[config.mk]
export PLATFORM = sky130hd
export DESIGN_NAME = base64url_decoder_top
export DESIGN_NICKNAME = d
export VERILOG_FILES = /design/src/b64d_pkg.sv /design/src/base64url_decoder_top.sv /design/src/b64d_front.sv /design/src/b64d_fifo.sv /design/src/b64d_back.sv
export SDC_FILE = /design/constraint.sdc
export NUM_CORES = 1
export LEC_CHECK = 0
export ABC_AREA = 1
export BUFFER_PORTS_ARGS = -buffer_cell sky130_fd_sc_hd__buf_2
export CAP_MARGIN = 10
export CORE_MARGIN = 2
export CORE_UTILIZATION = 60
export CTS_BUF_LIST = sky130_fd_sc_hd__clkbuf_4
export DETAILED_ROUTE_END_ITERATION = 12
export PLACE_DENSITY = 0.84
export SLEW_MARGIN = 0
export SYNTH_ARGS = -nofsm -noshare
export SYNTH_HDL_FRONTEND = slang
export SYNTH_SLANG_ARGS = --single-unit
[constraint.sdc]
create_clock -name i_clk -period 5.9 [get_ports i_clk]
set_clock_uncertainty 0.1 [all_clocks]
set_input_delay 0.295 -clock i_clk [delete_from_list [all_inputs] [get_ports i_clk]]
set_output_delay 0.295 -clock i_clk [all_outputs]
set_load 0.02 [all_outputs]
[src/b64d_pkg.sv]
// ----------------------------------------------------------------------------
// b64d_pkg
// Shared types, codes and the symbol map of the base64url decoder.
// ----------------------------------------------------------------------------
`default_nettype none

package b64d_pkg;

    localparam int FIFO_DEPTH = 4;
    localparam int FIFO_PTR_W = $clog2(FIFO_DEPTH);
    localparam int FIFO_CNT_W = $clog2(FIFO_DEPTH + 1);

    localparam logic KIND_DATA   = 1'b0;
    localparam logic KIND_STATUS = 1'b1;

    localparam logic [16:0] NEED_MAX = 17'h1FFFF;

    typedef enum logic [1:0] {
        ST_OK         = 2'd0,
        ST_DANGLING   = 2'd1,
        ST_OVER_CAP   = 2'd2,
        ST_BAD_SYMBOL = 2'd3
    } t_status;

    typedef struct packed {
        logic [5:0] value;
        logic       bad;
    } t_sym;

    typedef struct packed {
        logic [5:0] value;
        logic       bad;
        logic       has;
        logic       last;
    } t_item;

    function automatic t_sym sym_decode(input logic [7:0] c);
        t_sym r;
        r.value = 6'd0;
        r.bad   = 1'b0;
        if (c >= 8'h41 && c <= 8'h5A) begin
            r.value = 6'(c - 8'h41);
        end else if (c >= 8'h61 && c <= 8'h7A) begin
            r.value = 6'(c - 8'h61 + 8'd26);
        end else if (c >= 8'h30 && c <= 8'h39) begin
            r.value = 6'(c - 8'h30 + 8'd52);
        end else if (c == 8'h2D) begin
            r.value = 6'd62;
        end else if (c == 8'h5F) begin
            r.value = 6'd63;
        end else begin
            r.bad = 1'b1;
        end
        return r;
    endfunction

endpackage

`default_nettype wire

[src/base64url_decoder_top.sv]
// ----------------------------------------------------------------------------
// base64url_decoder_top
// Streaming decoder for unpadded base64url text.
// ----------------------------------------------------------------------------
// Input channel (i_in_valid / o_in_stall) carries one character per
// transaction, with has_symbol and last_symbol flags. Output channel
// (o_out_valid / i_out_stall) carries decoded bytes and, after the last
// item of a string, one status transaction. A separate write channel
// (i_cfg_valid / o_cfg_ready, always ready) loads the capacity register.
// Each item passes through the queue, and its result is registered in
// the output register, which drains one result per cycle when not
// stalled and so sets the rate: one item per cycle, but an item that
// gives both a byte and the status stays at the queue head for its
// byte, then gives the status.
// A four-entry queue sits between the character mapper and the splice
// logic; o_in_stall rises only when that queue is full, so a stalled
// receiver backs up the queue before the sender sees a stall.
// Reset (synchronous, active low) empties the queue, clears the group
// state and sets capacity to its largest value.
// ----------------------------------------------------------------------------
`default_nettype none

module base64url_decoder_top #(
    parameter logic [31:0] MAX_CAPACITY = 32'd65535
) (
    input  wire logic           i_clk,
    input  wire logic           i_rst_n,
    input  wire logic           i_cfg_valid,
    output logic                o_cfg_ready,
    input  wire logic [15:0]    i_cfg_data,
    input  wire logic           i_in_valid,
    output logic                o_in_stall,
    input  wire logic [7:0]     i_symbol,
    input  wire logic           i_has_symbol,
    input  wire logic           i_last_symbol,
    output logic                o_out_valid,
    input  wire logic           i_out_stall,
    output logic                o_kind,
    output logic [7:0]          o_data_byte,
    output logic [1:0]          o_status,
    output logic [15:0]         o_byte_count,
    output logic                o_last_result
);

    logic               w_q_full;
    logic               w_q_push;
    logic               w_q_pop;
    logic               w_q_nonempty;
    b64d_pkg::t_item    w_q_in;
    b64d_pkg::t_item    w_q_head;

    assign o_cfg_ready = 1'b1;

    b64d_front u_front (
        .i_in_valid    (i_in_valid),
        .o_in_stall    (o_in_stall),
        .i_symbol      (i_symbol),
        .i_has_symbol  (i_has_symbol),
        .i_last_symbol (i_last_symbol),
        .i_q_full      (w_q_full),
        .o_q_push      (w_q_push),
        .o_q_item      (w_q_in)
    );

    b64d_fifo u_fifo (
        .i_clk      (i_clk),
        .i_rst_n    (i_rst_n),
        .i_push     (w_q_push),
        .i_item     (w_q_in),
        .i_pop      (w_q_pop),
        .o_full     (w_q_full),
        .o_nonempty (w_q_nonempty),
        .o_head     (w_q_head)
    );

    b64d_back #(
        .MAX_CAPACITY (MAX_CAPACITY)
    ) u_back (
        .i_clk         (i_clk),
        .i_rst_n       (i_rst_n),
        .i_cfg_valid   (i_cfg_valid),
        .i_cfg_data    (i_cfg_data),
        .i_q_nonempty  (w_q_nonempty),
        .i_q_head      (w_q_head),
        .o_q_pop       (w_q_pop),
        .o_out_valid   (o_out_valid),
        .i_out_stall   (i_out_stall),
        .o_kind        (o_kind),
        .o_data_byte   (o_data_byte),
        .o_status      (o_status),
        .o_byte_count  (o_byte_count),
        .o_last_result (o_last_result)
    );

endmodule

`default_nettype wire

[src/b64d_front.sv]
// ----------------------------------------------------------------------------
// b64d_front
// Accepts input transactions, maps the character and drops empty items.
// ----------------------------------------------------------------------------
`default_nettype none

module b64d_front (
    input  wire logic            i_in_valid,
    output logic                 o_in_stall,
    input  wire logic [7:0]      i_symbol,
    input  wire logic            i_has_symbol,
    input  wire logic            i_last_symbol,
    input  wire logic            i_q_full,
    output logic                 o_q_push,
    output b64d_pkg::t_item      o_q_item
);

    b64d_pkg::t_sym w_sym;

    always_comb begin
        w_sym            = b64d_pkg::sym_decode(i_symbol);
        o_in_stall       = i_q_full;
        o_q_push         = i_in_valid && !i_q_full && (i_has_symbol || i_last_symbol);
        o_q_item.value   = w_sym.bad ? 6'd0 : w_sym.value;
        o_q_item.bad     = i_has_symbol && w_sym.bad;
        o_q_item.has     = i_has_symbol;
        o_q_item.last    = i_last_symbol;
    end

endmodule

`default_nettype wire

[src/b64d_fifo.sv]
// ----------------------------------------------------------------------------
// b64d_fifo
// Short queue of classified items between front and back.
// ----------------------------------------------------------------------------
`default_nettype none

module b64d_fifo (
    input  wire logic            i_clk,
    input  wire logic            i_rst_n,
    input  wire logic            i_push,
    input  b64d_pkg::t_item      i_item,
    input  wire logic            i_pop,
    output logic                 o_full,
    output logic                 o_nonempty,
    output b64d_pkg::t_item      o_head
);

    b64d_pkg::t_item                     r_mem [b64d_pkg::FIFO_DEPTH];
    logic [b64d_pkg::FIFO_PTR_W-1:0]     r_wr_ptr;
    logic [b64d_pkg::FIFO_PTR_W-1:0]     r_rd_ptr;
    logic [b64d_pkg::FIFO_CNT_W-1:0]     r_count;
    logic [b64d_pkg::FIFO_CNT_W-1:0]     n_count;
    logic                                w_pop;

    always_comb begin
        o_full     = (r_count == b64d_pkg::FIFO_CNT_W'(b64d_pkg::FIFO_DEPTH));
        o_nonempty = (r_count != '0);
        o_head     = r_mem[r_rd_ptr];
        w_pop      = i_pop && o_nonempty;
        n_count    = r_count;
        if (i_push && !w_pop) begin
            n_count = r_count + 1'b1;
        end else if (w_pop && !i_push) begin
            n_count = r_count - 1'b1;
        end
    end

    always_ff @(posedge i_clk) begin
        if (i_push) begin
            r_mem[r_wr_ptr] <= i_item;
        end
    end

    always_ff @(posedge i_clk) begin
        if (!i_rst_n) begin
            r_wr_ptr <= '0;
            r_rd_ptr <= '0;
            r_count  <= '0;
        end else begin
            if (i_push) begin
                r_wr_ptr <= r_wr_ptr + 1'b1;
            end
            if (w_pop) begin
                r_rd_ptr <= r_rd_ptr + 1'b1;
            end
            r_count <= n_count;
        end
    end

endmodule

`default_nettype wire

[src/b64d_back.sv]
// ----------------------------------------------------------------------------
// b64d_back
// Splices symbols into bytes, tracks length and errors, drives the output.
// ----------------------------------------------------------------------------
`default_nettype none

module b64d_back #(
    parameter logic [31:0] MAX_CAPACITY = 32'd65535
) (
    input  wire logic            i_clk,
    input  wire logic            i_rst_n,
    input  wire logic            i_cfg_valid,
    input  wire logic [15:0]     i_cfg_data,
    input  wire logic            i_q_nonempty,
    input  b64d_pkg::t_item      i_q_head,
    output logic                 o_q_pop,
    output logic                 o_out_valid,
    input  wire logic            i_out_stall,
    output logic                 o_kind,
    output logic [7:0]           o_data_byte,
    output logic [1:0]           o_status,
    output logic [15:0]          o_byte_count,
    output logic                 o_last_result
);

    localparam logic [15:0] LimCeil =
        (MAX_CAPACITY > 32'd65535) ? 16'hFFFF : MAX_CAPACITY[15:0];

    logic [15:0]    r_limit;
    logic [1:0]     r_phase,  n_phase;
    logic [5:0]     r_carry,  n_carry;
    logic [16:0]    r_need,   n_need;
    logic           r_bad,    n_bad;
    logic           r_sub,    n_sub;

    logic           r_out_valid;
    logic           r_kind;
    logic [7:0]     r_byte;
    logic [1:0]     r_status;
    logic [15:0]    r_count;
    logic           r_last;

    logic           w_out_ready;
    logic           w_step;
    logic           w_has;
    logic           w_makes;
    logic           w_emit_byte;
    logic [7:0]     w_byte;
    logic [1:0]     w_status;
    logic [15:0]    w_count;

    always_comb begin
        w_out_ready = !r_out_valid || !i_out_stall;
        w_step      = w_out_ready && i_q_nonempty;
        w_has       = i_q_head.has && !r_sub;

        n_phase = r_phase;
        n_carry = r_carry;
        n_need  = r_need;
        n_bad   = r_bad;
        n_sub   = r_sub;
        w_makes = 1'b0;
        w_byte  = 8'd0;

        if (w_has) begin
            n_bad   = r_bad || i_q_head.bad;
            n_phase = r_phase + 1'b1;
            case (r_phase)
                2'd0: begin
                    n_carry = i_q_head.value;
                end
                2'd1: begin
                    w_byte  = {r_carry, i_q_head.value[5:4]};
                    n_carry = {2'b00, i_q_head.value[3:0]};
                    w_makes = 1'b1;
                end
                2'd2: begin
                    w_byte  = {r_carry[3:0], i_q_head.value[5:2]};
                    n_carry = {4'b0000, i_q_head.value[1:0]};
                    w_makes = 1'b1;
                end
                default: begin
                    w_byte  = {r_carry[1:0], i_q_head.value};
                    n_carry = 6'd0;
                    w_makes = 1'b1;
                end
            endcase
            if (w_makes && r_need != b64d_pkg::NEED_MAX) begin
                n_need = r_need + 1'b1;
            end
        end

        w_emit_byte = w_makes && !n_bad && (n_need <= {1'b0, r_limit});

        if (n_phase == 2'd1) begin
            w_status = b64d_pkg::ST_DANGLING;
        end else if (n_need > {1'b0, r_limit}) begin
            w_status = b64d_pkg::ST_OVER_CAP;
        end else if (n_bad) begin
            w_status = b64d_pkg::ST_BAD_SYMBOL;
        end else begin
            w_status = b64d_pkg::ST_OK;
        end
        w_count = (w_status == b64d_pkg::ST_OK) ? n_need[15:0] : 16'd0;

        o_q_pop = w_step && !(w_emit_byte && i_q_head.last);
        if (w_emit_byte && i_q_head.last) begin
            n_sub = 1'b1;
        end else if (i_q_head.last) begin
            n_sub   = 1'b0;
            n_phase = 2'd0;
            n_carry = 6'd0;
            n_need  = '0;
            n_bad   = 1'b0;
        end
    end

    always_ff @(posedge i_clk) begin
        if (!i_rst_n) begin
            r_limit <= LimCeil;
        end else if (i_cfg_valid) begin
            r_limit <= (i_cfg_data > LimCeil) ? LimCeil : i_cfg_data;
        end
    end

    always_ff @(posedge i_clk) begin
        if (!i_rst_n) begin
            r_phase     <= 2'd0;
            r_carry     <= 6'd0;
            r_need      <= '0;
            r_bad       <= 1'b0;
            r_sub       <= 1'b0;
            r_out_valid <= 1'b0;
        end else begin
            if (w_step) begin
                r_phase <= n_phase;
                r_carry <= n_carry;
                r_need  <= n_need;
                r_bad   <= n_bad;
                r_sub   <= n_sub;
            end
            if (w_out_ready) begin
                r_out_valid <= w_step && (w_emit_byte || i_q_head.last);
            end
        end
    end

    always_ff @(posedge i_clk) begin
        if (w_step) begin
            if (w_emit_byte) begin
                r_kind   <= b64d_pkg::KIND_DATA;
                r_byte   <= w_byte;
                r_status <= b64d_pkg::ST_OK;
                r_count  <= 16'd0;
                r_last   <= !i_q_head.last;
            end else begin
                r_kind   <= b64d_pkg::KIND_STATUS;
                r_byte   <= 8'd0;
                r_status <= w_status;
                r_count  <= w_count;
                r_last   <= 1'b1;
            end
        end
    end

    always_comb begin
        o_out_valid   = r_out_valid;
        o_kind        = r_kind;
        o_data_byte   = r_byte;
        o_status      = r_status;
        o_byte_count  = r_count;
        o_last_result = r_last;
    end

`ifndef SYNTHESIS
    a_sub_holds_output: assert property (@(posedge i_clk) disable iff (!i_rst_n)
        r_sub |-> r_out_valid)
        else $error("pending status without a byte in the output register");

    a_err_count_zero: assert property (@(posedge i_clk) disable iff (!i_rst_n)
        (r_out_valid && r_kind == b64d_pkg::KIND_STATUS && r_status != b64d_pkg::ST_OK)
            |-> r_count == 16'd0)
        else $error("nonzero byte count on error status");

    a_data_status_ok: assert property (@(posedge i_clk) disable iff (!i_rst_n)
        (r_out_valid && r_kind == b64d_pkg::KIND_DATA) |-> r_status == b64d_pkg::ST_OK)
        else $error("data transaction carries a status");

    a_clear_on_last: assert property (@(posedge i_clk) disable iff (!i_rst_n)
        (o_q_pop && i_q_head.last) |=> (r_phase == 2'd0 && r_need == '0 && !r_bad))
        else $error("string state not cleared after last item");
`endif

endmodule

`default_nettype wire

# ---- Yosys cells after proc, flatten, opt, wreduce, memory -nomap -nowiden
# Memory sizes are Yosys's and may differ from the RTL's. A register that Yosys moved wholly into a read port is not among the register bits.
# Cells that the tools add are included.
dict set report op_classes {
  addsub 11
  magnitude_cmp 9
  eq_ne 7
  muxes 42
  bitwise_logic 1
  n_reduce_logical 38
}
# op n
set ops {}
lappend ops {{17-bit two-way mux} 4}
lappend ops {{6-bit two-way mux} 9}
lappend ops {{8-bit one-hot mux with 3 select lines} 1}
lappend ops {{6-bit one-hot mux with 3 select lines} 1}
lappend ops {{17-bit by 1-bit adder with 17-bit output (second input constant)} 1}
lappend ops {{17-bit by 16-bit > comparator with 1-bit output} 1}
lappend ops {{17-bit by 16-bit less-or-equal comparator with 1-bit output} 1}
lappend ops {{1-bit logical AND} 17}
lappend ops {{17-bit inequality test (second input constant)} 1}
lappend ops {{8-bit by 7-bit greater-or-equal comparator with 1-bit output (second input constant)} 2}
lappend ops {{16-bit > comparator (second input constant)} 1}
lappend ops {{8-bit by 7-bit less-or-equal comparator with 1-bit output (second input constant)} 2}
lappend ops {{1-bit two-way mux} 16}
lappend ops {{16-bit two-way mux} 1}
lappend ops {{2-bit two-way mux} 8}
lappend ops {{6-bit subtractor (second input constant)} 2}
lappend ops {{1-bit logical NOT} 9}
lappend ops {{8-bit by 6-bit == test with 1-bit output (second input constant)} 1}
lappend ops {{8-bit by 7-bit == test with 1-bit output (second input constant)} 1}
lappend ops {{8-bit by 6-bit greater-or-equal comparator with 1-bit output (second input constant)} 1}
lappend ops {{8-bit by 6-bit less-or-equal comparator with 1-bit output (second input constant)} 1}
lappend ops {{2-bit by 1-bit adder with 2-bit output (second input constant)} 3}
lappend ops {{6-bit by 5-bit adder with 6-bit output (second input constant)} 1}
lappend ops {{6-bit adder (second input constant)} 1}
lappend ops {{14 further kinds} 22}
dict set report word_totals {
  regBits 79
  ram_bits 36
  in_bits 31
  output_inout_bits 31
  elab_cells 124
  mem_count 1
}
# memory words width read_ports rd_clocked_by_memory_dff wr line
set mem_list {}
lappend mem_list {u_fifo.r_mem 4 9 1 1 1 b64d_fifo.sv:18} ;# b64d_pkg::t_item r_mem [b64d_pkg::FIFO_DEPTH];

# ---- Longest topological paths before layout
dict set report depth {
  word_depth 15
  depth_mapped 36
  depth_no_buf 36
}

# ---- Modules after synthesis
# Synthesis repeated with hierarchy kept, for this count alone.
dict set report unflattened {
  cells_unflattened 805
  area_unflattened_um2 6591.3
}
# mod instances cells_per_inst area_per_inst_um2 seq_area_each_um2
set by_module_without_submodules {}
lappend by_module_without_submodules {b64d_back 1 511 3908.7 1721.7}
lappend by_module_without_submodules {b64d_fifo 1 149 1916.8 1261.2}
lappend by_module_without_submodules {b64d_front 1 143 754.5 0.0}
lappend by_module_without_submodules {base64url_decoder_top 1 2 11.3 0.0}

# ---- Worst setup path after synthesis
# Ideal clock, no wire load.
dict set report synth_path {
  kind {flip-flop to flip-flop}
  from {register u_back.r_need[0]}
  to {register u_fifo.r_count[2] in the netlist's numbering}
  setup_time_ns 0.122
  arrival_time_ns 4.189
  required_ns 5.678
  slack_ns 1.489
  path_stages_with_launch 34
  path_buffers 0
  synth_period_minus_slack_ns 4.411
  cell_sequence {dfxtp_1 -> ha_1 -> nand3_1 -> nor2_1 -> nand2_1 -> nor4_1 -> ha_1 -> nor2_1 -> inv_1 -> nor2_8 -> nand2_1 -> nor2_1 -> xor2_1 -> inv_1 -> ha_1 -> a21o_1 -> nor2_1 -> nand3_1 -> nand2_1 -> nand2_1 -> nand2_1 -> nand2_1 -> nand2_1 -> nand2_1 -> nand2_1 -> nand4_2 -> nand2_1 -> ha_1 -> inv_1 -> fa_1 -> a21oi_1 -> o21ai_0 -> o21ai_0 -> a21oi_1}
}
dict set report synth_between {
  elab_chain_len 13
  elab_cells_between_ends 16
  cone_classes {1 x add/sub; 1 x order compare; 1 x eq/ne; 3 x mux; 10 x reduce/logical}
}
# element line
set synth_lines {}
lappend synth_lines {{start, declared} b64d_back.sv:32} ;# logic [16:0] r_need, n_need;
lappend synth_lines {{start signal, assigned} b64d_back.sv:138} ;# r_need <= n_need;
lappend synth_lines {{branches (longest 3 deep; another with 17-bit by 1-bit adder with 17-bit output)} n/a}
lappend synth_lines {{17-bit two-way mux *} b64d_back.sv:65} ;# if (w_has) begin
lappend synth_lines {{17-bit by 16-bit less-or-equal comparator with 1-bit output *} b64d_back.sv:93} ;# w_emit_byte = w_makes && !n_bad && (n_need <= {1'b0, r_limit});
lappend synth_lines {{1-bit logical AND *} b64d_back.sv:93}
lappend synth_lines {{1-bit logical AND *} b64d_back.sv:106} ;# o_q_pop = w_step && !(w_emit_byte && i_q_head.last);
lappend synth_lines {{1-bit logical NOT *} b64d_back.sv:106}
lappend synth_lines {{1-bit logical AND *} b64d_back.sv:106}
lappend synth_lines {{1-bit logical AND *} b64d_fifo.sv:29} ;# w_pop = i_pop && o_nonempty;
lappend synth_lines {{1-bit logical NOT} b64d_fifo.sv:31} ;# if (i_push && !w_pop) begin
lappend synth_lines {{1-bit logical AND} b64d_fifo.sv:31}
lappend synth_lines {{3-bit two-way mux or 2-bit nonzero test (tied branches)} n/a}
lappend synth_lines {{end signal, assigned} b64d_fifo.sv:56} ;# r_count <= n_count;
lappend synth_lines {{end, declared} b64d_fifo.sv:21} ;# logic [b64d_pkg::FIFO_CNT_W-1:0] r_count;
# Every way passes the cells marked *.
# A chain may end at the register's enable or synchronous reset.

==> results.cfg <==
[sta]
fin_crit_sh_pct = 89.1
totalNegativeSetupSlack_ns = 0
grt_setup_unrepaired = false
drv_slew = 0
finalWorstSetupSlack_ns = 0.641
hold_viol = 0
maxSlewHeadroom_pct = 39.8
setup-violations-final = 0
worst_pin_slew_ns = 0.900
period_needed_ns = 5.26
max_freq_mhz = 190

[die]
core_area_um2 = 10300
die_area_um2 = 11400
ios = 62
rows = 37
die_w_um = 107
start_util_pct = 61.4
die-height_um = 107

[global_routing]
grt_use_met3_pct = 5.03
grt_pass1_wl_um = 23800
grt_max_degree = 50
grt_busiest_layer = met2
grt_use_met1_pct = 35.1
overflow = 0
antenna_found_initial = 0
grt_pass1_vias = 5167
grt_usage_pct = 26.4
grt_util_met2_pct = 42.8

[min_path]
worstHoldStart = i_rst_n
hp-class = primary input to register

[yosys]
synthAdderAreaFrac_pct = 7.06
ys_seq_area_share_pct = 47.3
yosysTopAreaCell = edfxtp_1
synth_edf_count = 64
synth_top_family_by_area = simple AND/OR/NAND/NOR gates
netlist_instances = 741
ys_ff_latch = 117
synth_nets = 807
yosysWarningCount = 0
yosys.area_share.simple_pct = 20.3
ys_top_cells_by_area = edfxtp_1 (30%), dfxtp_1 (17%), nand2_1 (7.9%)
syn_area_um2 = 6310
synth_ff_type = edfxtp_1
synth_compound_area_share_pct = 14.2
synthArstFlopShare_pct = 0
synth_cell_types = 54
yosysTopAreaCellShare_pct = 30.5
synthMuxAreaShare_pct = 0.159
synth_area_per_cell_um2 = 8.52
synth_xor_area_share_pct = 2.62

[pwr]
power.leakage_nw = 3.16
report.power.total_mw = 3.19
clkPwrFrac_pct = 19.8
intPower_mw = 1.81
swShare_pct = 43.5
switching_power_mw = 1.39
ir_drop_uv = 502
p_comb_share_pct = 43.4
power_frac_seq_pct = 36.8
power_per_cell_area_nw_per_um2 = 444

[clock_tree]
cts_tree = yes
path_clk_slew_ns = 0.10
clockBufferDepth = 2
htree_levels = 4
clkSinkCount = 117
cts_root_buffer = clkbuf_4
cts_made_buffers = 17
clk_latency_ns = 0.52

[final_layout]
num-nets-final = 884
drive_above_1_share_pct = 17.0
fin_area_um2 = 7190
num_antenna_cells = 0
fin_util_pct = 70.0
area.growth.synth_to_final_pct = 14.0

[critical_path]
crit_arrival_ns = 5.56
crit_slowest_cell = dfxtp_1
r2r_slack_ns = 0.64
critPathCaptureType = register
cp.required_ns = 6.20
worst-setup-path-type = register to register
path_max_fanout = 19
crit_top_cell = nand2_1
cp_slowest_stage_delay_ns = 0.75
startpoint_type = register

[placement]
dp_hpwl_um = 9980
numPortBuffers = 60
dpl_cell_area_um2 = 6710
pre_cts_slack_ns = 0.792
gp_congestion = 0.902

[routing]
first_pass_iters = 7
remaining_drc_errors = 0
wire_per_inst_um = 14.9
viasPerCell = 5.59
drt_wl_total_um = 14400
num_vias = 5400
ant_nets = 0
drtIter0Drc = 410

[flow_run]
max_cap_viol_count = 0

[status]
status = finished clean
==> metal layers <==
layer	vias up	routed length (µm)
li1	2621	-
met1	2475	6170
met2	256	6770
met3	48	1040
met4	0	371
met5	-	0
==> flip-flops by register name, summed over array words and instances (netlist names), 2 cells and up, named ones only <==
register / count
u_fifo.r_mem: 36
u_back.r_need: 17
u_back.o_byte_count: 16
u_back.r_limit: 16
u_back.o_data_byte: 8
u_back.r_carry: 6
u_fifo.r_count: 3
u_back.o_status: 2
u_back.r_phase: 2
u_fifo.r_rd_ptr: 2
u_fifo.r_wr_ptr: 2
==> layout make-up <==
class	count	area, µm²
clock buffers	19	143
clock inverters	12	163
fillers	792	3080
inverters	109	412
multi-input cells	492	2820
flip-flops and latches	117	2980
well taps	136	170
repair buffers	81	503
==> synthesized netlist by cell type (3+ instances only) <==
| library cell | instances |
|---|---|
| a32o_1 | 5 |
| nand2_1 | 132 |
| inv_2 | 3 |
| nand2_2 | 11 |
| nor2_2 | 11 |
| nor3_1 | 13 |
| a21oi_2 | 10 |
| o31ai_1 | 4 |
| o22ai_1 | 3 |
| clkbuf_1 | 18 |
| xor2_1 | 15 |
| a21oi_1 | 63 |
| o21ai_0 | 43 |
| nand4_1 | 7 |
| ha_1 | 34 |
| nor4_1 | 5 |
| a31oi_1 | 5 |
| dfxtp_1 | 53 |
| a221oi_1 | 3 |
| nor2_1 | 77 |
| inv_1 | 104 |
| edfxtp_1 | 64 |
| nand3_1 | 20 |
==> power groups by stage <==
stage               Combinational (mW)  Clock (mW)  Sequential [mW]
floorplan                        0.925           0             1.29
global placement                  1.31           0             1.18
detailed placement                1.35           0             1.19
CTS                               1.36       0.634             1.18
global route                      1.53       0.669             1.20
finish                            1.39       0.631             1.18
==> final timing paths <==
kind / to / cells after the start
worst max-delay path: u_fifo.r_count[2] / 30
worst min-delay path: u_fifo.r_count[1] / 3
worst max register to register: u_fifo.r_count[2] / 30
worst min register to register: u_back.r_limit[13] / 2
==> cell usage in the layout, fill, tap and decap left out, drive strengths merged, types with 7 or more instances in the layout <==
master       netlist  routed
clkbuf            18      19
nand4              8       8
dlygate4sd3        0      18
nand2            144     144
dfxtp             53      53
inv              108     108
nor3              13      13
xor2              16      16
edfxtp            64      64
a21oi             74      74
clkinv             1       7
ha                34      34
o21ai             46      46
nor2              91      91
buf                5      63
nand3             22      22
==> stage by stage <==
step	cells	hold WS [ns]
after floorplan	741	0.294
after global placement	917	0.350
after detailed placement	917	0.364
after CTS	966	0.0386
after global routing	966	0.0377
final	966	0.0651
==> kinds of logic after synthesis <==
kind of cell	Yosys count
AO/OA/AOI/OAI	151
XOR/XNOR	18
adder cells (fa/ha/maj)	35
buffers and inverters	132
flip-flops	117
multiplexers	1
other	1
AND/OR/NAND/NOR	286
==> critical path: cells and delay by family, from the launching register on <==
family | cells | cell delay (ns)
AO/OA/AOI/OAI | 7 | 1.19
XOR/XNOR | 1 | 0.31
adder cells (fa/ha/maj) | 3 | 0.86
buffers and inverters | 3 | 0.31
flip-flops | 1 | 0.75
AND/OR/NAND/NOR | 16 | 1.65
==> repair_timing <==
action | in CTS | in global routing
hold buffers | 18 | 0
gates resized for setup | 0 | 0
hold endpoints to repair | 24 | 0
buffers inserted | 0 | 0
Power figures use the tool's default switching activity.
